$ cat src/hw/rtl/standardized_genotype_dot_product_defines.svh
// Assertion macros shared by the genotype dot product RTL.
// Included by the modules that carry concurrent assertions.
`ifndef STANDARDIZED_GENOTYPE_DOT_PRODUCT_DEFINES_SVH
`define STANDARDIZED_GENOTYPE_DOT_PRODUCT_DEFINES_SVH

// Implication checked on every rising clock edge outside reset.
`define SGDP_ASSERT_IMP(label, clk, rst_n, ante, cons) \
  label: assert property (@(posedge clk) disable iff (!rst_n) (ante) |-> (cons)) \
    else $error("assertion failed");

// Next-cycle implication.
`define SGDP_ASSERT_NEXT(label, clk, rst_n, ante, cons) \
  label: assert property (@(posedge clk) disable iff (!rst_n) (ante) |=> (cons)) \
    else $error("assertion failed");

`endif

$ cat src/hw/rtl/sgdp_pkg.sv
// Package for the standardized genotype dot product: types and constants.
// No dependencies.
`timescale 1ns / 1ps
`default_nettype none
package sgdp_pkg;
  localparam int unsigned OneQ16 = 65536;
  localparam logic [1:0] CodeHomRef = 2'd0;
  localparam logic [1:0] CodeHet = 2'd1;
  localparam logic [1:0] CodeHomAlt = 2'd2;
  localparam logic [1:0] CodeMissing = 2'd3;
  localparam int unsigned CodesPerByte = 4;
  localparam int unsigned QueueDepth = 4;

  // one queue entry handed from front to back
  typedef struct packed {
    logic               op;
    logic [16:0]        freq;
    logic [7:0]         geno;
    logic signed [31:0] v0;
    logic signed [31:0] v1;
    logic signed [31:0] v2;
    logic signed [31:0] v3;
    logic [2:0]         cnt;
    logic               last;
  } entry_t;

  typedef enum logic [2:0] {
    ST_IDLE, ST_SQRT, ST_DIV, ST_MUL, ST_ADD
  } back_state_e;
endpackage
`default_nettype wire

$ cat src/hw/rtl/sgdp_front.sv
// Front part: accepts words, clamps their frequency and valid count, queues them.
// Depends on sgdp_pkg.
`timescale 1ns / 1ps
`default_nettype none
`include "standardized_genotype_dot_product_defines.svh"
module sgdp_front (
  input  wire                 clk_i,
  input  wire                 rst_ni,
  input  wire                 in_valid_i,
  output logic                in_stall_o,
  input  sgdp_pkg::entry_t    in_entry_i,
  output logic                q_valid_o,
  input  wire                 q_pop_i,
  output sgdp_pkg::entry_t    q_entry_o
);
  localparam int unsigned AW = $clog2(sgdp_pkg::QueueDepth);
  sgdp_pkg::entry_t mem_q [sgdp_pkg::QueueDepth];
  logic [AW-1:0] wr_q, rd_q;
  logic [AW:0] cnt_q;
  logic push;
  sgdp_pkg::entry_t cls;

  assign in_stall_o = (cnt_q == (AW+1)'(sgdp_pkg::QueueDepth));
  assign push = in_valid_i && !in_stall_o;
  assign q_valid_o = (cnt_q != '0);
  assign q_entry_o = mem_q[rd_q];

  always_comb begin
    cls = in_entry_i;
    if (in_entry_i.freq > 17'(sgdp_pkg::OneQ16)) cls.freq = 17'(sgdp_pkg::OneQ16);
    if (in_entry_i.cnt > 3'(sgdp_pkg::CodesPerByte)) cls.cnt = 3'(sgdp_pkg::CodesPerByte);
  end

  always_ff @(posedge clk_i) begin
    if (push) mem_q[wr_q] <= cls;
  end

  always_ff @(posedge clk_i or negedge rst_ni) begin
    if (!rst_ni) begin
      wr_q <= '0;
      rd_q <= '0;
      cnt_q <= '0;
    end else begin
      if (push) wr_q <= wr_q + 1'b1;
      if (q_pop_i) rd_q <= rd_q + 1'b1;
      cnt_q <= cnt_q + (AW+1)'(push) - (AW+1)'(q_pop_i);
    end
  end

  `SGDP_ASSERT_IMP(a_no_pop_empty, clk_i, rst_ni, q_pop_i, q_valid_o)
  `SGDP_ASSERT_IMP(a_cnt_range, clk_i, rst_ni, 1'b1, cnt_q <= (AW+1)'(sgdp_pkg::QueueDepth))
  `SGDP_ASSERT_NEXT(a_push_fill, clk_i, rst_ni, push && !q_pop_i, q_valid_o)
endmodule
`default_nettype wire

$ cat config.mk
export PLATFORM = sky130hd
export DESIGN_NAME = sgdp_front
export DESIGN_NICKNAME = d
export VERILOG_FILES = /design/src/hw/rtl/sgdp_pkg.sv /design/src/hw/rtl/sgdp_front.sv
export VERILOG_INCLUDE_DIRS = /design/src /design/src/hw/rtl
export SDC_FILE = /design/constraint.sdc
export NUM_CORES = 1
export LEC_CHECK = 0
export BUFFER_PORTS_ARGS = -buffer_cell sky130_fd_sc_hd__buf_2
export CORE_AREA = 2 2 217 219
export DETAILED_ROUTE_END_ITERATION = 8
export DIE_AREA = 0 0 219 221
export PLACE_DENSITY_LB_ADDON = 0.1
export RECOVER_POWER = 50
export SYNTH_ARGS = -nofsm -noshare
export SYNTH_HDL_FRONTEND = slang
export SYNTH_SLANG_ARGS = --single-unit
export TNS_END_PERCENT = 10
$ cat constraint.sdc
create_clock -name clk_i -period 4.8 [get_ports clk_i]
set_input_delay 0.48 -clock clk_i [delete_from_list [all_inputs] [get_ports clk_i]]
set_output_delay 0.48 -clock clk_i [all_outputs]
set_load 0.01 [all_outputs]
[Word-level counts from Yosys, hierarchy flattened]
Memory sizes are Yosys's and may differ from the RTL's.
Cells that the tools add are included.
Word-level totals
  memory bits (read-only): 0
  word-level logic and storage cells: 18
  bits in registers: 7
  input port bits: 162
  RAM bits: 632
  latch bits: 0
  memories: 1
Cells by class
  divide/modulo/power cells: 0
  $add $sub $neg: 4
  multiplexer cells: 4
  shift-type cells: 0
  bitwise operators: 0
  $lt $le $gt $ge: 2
  equal/unequal tests: 1
  multipliers: 0
  reduce and logical (&&, ||, !) cells: 3
Memory list
  mem_q: words 4, width 158, read ports 1, clocked after Yosys merged registers in 0, wr ports 1, line sgdp_front.sv:17  | sgdp_pkg::entry_t mem_q [sgdp_pkg::QueueDepth];
Operators with widths (number)
  greater-than comparator 17 bit (second input constant): 1
  two-way mux 17 bit: 1
  adder 2 x 1 -> 2 bit (second input constant): 2
  adder 3 x 1 -> 3 bit: 1
  equality test 3 bit (second input constant): 1
  greater-than comparator 3 bit (second input constant): 1
  two-way mux 3 bit: 1
  nonzero test 3 bit: 1
  subtractor 3 x 1 -> 3 bit: 1
  two-way mux 1 bit: 2
  logical AND 1 bit: 1
  zero test 1 bit: 1

[Longest topological paths before layout]
  depth after elaboration: 5
  mapped depth: 9

[Worst setup path before layout]
No wires, ideal clock.
  kind: reg2reg
  from: reg cnt_q[2]
  to: mem mem_q[2][0] (netlist bit) (enable)
  path buffers: 0
  library setup time: 0.537 ns
  cell stages (with the launch flop): 4
  arrival time: 4.529 ns
  data required time: 4.263 ns
  path slack: -0.265 ns
  path through: dfrtp_1 nor3b_1 nor2b_1 and2_1
Between the ends
  word-level cells in the longest chain between the ends: 5
Ends and longest elaborated chain
  start: declaration: line sgdp_front.sv:19  | logic [AW:0] cnt_q;
  start signal: assignment: line sgdp_front.sv:46  | cnt_q <= cnt_q + (AW+1)'(push) - (AW+1)'(q_pop_i);
  equality test 3 bit: line sgdp_front.sv:23  | assign in_stall_o = (cnt_q == (AW+1)'(sgdp_pkg::QueueDepth));
  named net in_stall_o: line sgdp_front.sv:10  | output logic in_stall_o,
  zero test 1 bit: line sgdp_front.sv:24  | assign push = in_valid_i && !in_stall_o;
  logical AND 1 bit: line sgdp_front.sv:24
  two-way mux 1 bit: line sgdp_front.sv:35  | if (push) mem_q[wr_q] <= cls;
  two-way mux 1 bit (not written as such): line sgdp_front.sv:35
  end: declaration: line sgdp_front.sv:17
The timed path passes the listed nets, and every way through them passes these cells.

[Worst setup path in the final report]
  from: reg cnt_q[2]
  to: mem mem_q[2][69] (netlist bit) (enable)
Between the ends
  word-level cells in the longest chain between the ends: 5
Ends and longest elaborated chain (line)
  equality test 3 bit: sgdp_front.sv:23
  zero test 1 bit: sgdp_front.sv:24
  logical AND 1 bit: sgdp_front.sv:24
  two-way mux 1 bit: sgdp_front.sv:35
  two-way mux 1 bit (not written as such): sgdp_front.sv:35
No other way between the ends.

==> flow_summary.toml <==
[run_status]
status = "finished, violations left"
violations = "max-capacitance violations, max-slew violations"

[cts]
cts_hold_buf = 1
cts_root_buf = "clkbuf_16"
htreeDepth = 3
cts.sinks = 639
post-cts-setup-buffer-count = 0
post_cts_resized = 0
clk_pin_slew_worst_paths_ps = 60
cts_tree = "done"
cts_buffers = 66
cts_buffer_depth = 3
clk_latency_ps = 590

[finish]
final_cell_mix = "632 x edfxtp_1, 178 x buf_2, 165 x clkbuf_1"
drive_above_1_share = 0.340
multi_input_area_um2 = 3920
final_cells = 1914
regArea_um2 = 19200
fin_nets = 1431
layout.cells.most_common = "edfxtp_1"
n_fill_cell = 3436
area_growth_pct = 18.1

[power_and_ir_drop]
switchingPower_w = 0.00498
peakVddDrop_v = 0.000390
p_sw_frac = 0.287
powerDensity_nw_per_um2 = 629
seqPwrFrac = 0.452
pwr-share-clk = 0.268
power_w = 0.0174
leakagePower_nw = 9.06
p_int_w = 0.0124
pwr-share-comb = 0.280

[routing]
top_layer_used = "met5"
routed_wl_mm = 45.6
routedWlPerCell_um = 23.8
first_pass_iters = 4
ant_nets = 0
drt-initial-drc-count = 636
via_per_inst = 5.47
wl_met2_mm = 22.4
num_vias = 10500
drcViolationCount = 0
drt-met1-wl_mm = 18.5
dr_wl_met3_mm = 3.40

[floorplanning]
core_area_um2 = 46100
rows = 79
die_h_um = 221
io_pins = 322
initial_utilization = 0.507
die_w_um = 219
dieArea_um2 = 48400

[yosys]
synth_top_area_cell = "edfxtp_1"
synth-warning-count = 0
ys_types = 21
ys_seq_area_frac = 0.820
synth.area.mux_share = 0.153
synth_top_family_by_area = "multiplexers"
synth_fa_ha_area_frac = 0.00407
synth_top_area_share = 0.813
synth_area_leaders = "edfxtp_1 81%, mux4_2 15%, dfrtp_1 0.75%"
synth-xor-area-share = 0.00188
ys_seq_elements = 639
synth_cells = 886
syn_nets = 1055
synthSimpleGateAreaFrac = 0.00820
synth_compound_area_frac = 0.000375
synth_area_um2 = 23300
post_synth.cell_area_avg_um2 = 26.4

[timing]
period_share = 0.747
setup_violations = 0
rsz0062_at_grt = "false"
finalClockSkew_ps = 18.9
fin_ws_ps = 1210
max_slew.worst_pin.slew_ps = 2670
max_freq_mhz = 279
slew-limit-headroom = -0.778
slew_viol_final = 160
fin_crit_ps = 3590
hold_violations = 0
tns_ps = 0

[setup_path]
cp_max_fo = 87
startpoint_type = "flip-flop"
cp-end-kind = "flip-flop"
crit_arrival_ps = 3720
required_ps = 4940
criticalPathCategory = "reg2reg"

[placement]
hpwl_mm = 27.6
place_ws_ps = 2020
io_buffer_count = 321
place_congestion = 0.722
numPlacedInstances = 1800

[global_routing]
grt_usage = 0.193
first_global_vias = 11100
grt_pass1_wl_mm = 68.5
antenna_found_initial = 6
overflow = 0
grt_max_degree = 88

[job]
maxCapViolCount = 2

[worst_hold_path]
hold_path.class = "in2reg"
-- metrics by stage --
stage	hold slack (ps)	area [µm²]	utilization
after floorplan	184	23300	-
after global placement	322	25800	0.560
after detailed placement	330	25800	0.560
after CTS	60.7	27800	0.603
after global routing	91.7	27600	0.599
final	120	27600	0.599
-- worst paths after layout --
check / start / slack, ps / cells past startpoint / endpoint
max in group asynchronous: rst_ni / 4120 / 2 / rd_q[1]$_DFFE_PN0P_
hold / removal: q_pop_i / 120 / 2 / rd_q[0]$_DFFE_PN0P_
hold reg to reg: cnt_q[0]$_DFF_PN0_ / 540 / 1 / cnt_q[0]$_DFF_PN0_
setup / recovery: cnt_q[2]$_DFF_PN0_ / 1210 / 4 / mem_q[2][69]$_DFFE_PP_
setup reg to reg: cnt_q[2]$_DFF_PN0_ / 1210 / 4 / mem_q[2][69]$_DFFE_PP_
min in group asynchronous: rst_ni / 350 / 2 / cnt_q[1]$_DFF_PN0_
-- critical path: stages (launching register included) --
cell	delay (ps)
dfrtp_1	400
nor3b_1	160
nor2b_1	410
and2_0	220
clkbuf_2	1840
-- area by class of cell --
type	count	area share
Multi-Input combinational cell	202	0.142
Timing Repair Buffer	346	0.0635
Antenna cell	3	0.000272
Tap cell	607	0.0275
Sequential cell	639	0.695
Clock inverter	17	0.00363
Inverter	7	0.000953
Clock buffer	93	0.0674
-- cell families (layout without fill, tap and decap cells) --
group           after synthesis  count (layout)
xor+xnor                      5               5
fa+ha+maj                     7               7
compound gates                1               1
simple gates                 30              30
mux                         159             159
other cells                   0               3
flops                       639             639
buf+inv                      45             463
-- per-layer routing --
layer / GRT usage / up-vias
met5: 0 / -
met2: 0.301 / 310
li1: - / 4578
met3: 0.0639 / 84
met4: 0.0658 / 6
met1: 0.257 / 5500
-- power by group through the flow --
stage | Combinational [W] | Clock, W | Sequential, W
2_1_floorplan | 0.00328 | 0 | 0.00778
3_3_place_gp | 0.00503 | 0 | 0.00791
3_5_place_dp | 0.00505 | 0 | 0.00796
4_1_cts | 0.00507 | 0.00478 | 0.00785
5_1_grt | 0.00525 | 0.00499 | 0.00796
6_report | 0.00486 | 0.00466 | 0.00784
-- cells in the mapped netlist --
cell type,instances
nor2b_1,15
edfxtp_1,632
nor4_1,4
xnor2_1,4
dfrtp_1,7
buf_4,1
mux2_2,1
fa_1,1
xor2_1,1
buf_6,12
clkbuf_1,7
nor3b_1,1
nand2_1,1
or3_1,1
ha_1,6
and2_1,4
buf_2,18
inv_1,7
and2b_1,4
mux4_2,158
a41oi_1,1
-- state kept, by name, summed over array words and instances (netlist names) --
register  flops
cnt_q         3
mem_q       632
rd_q          2
wr_q          2
Power figures use the tool's default switching activity.
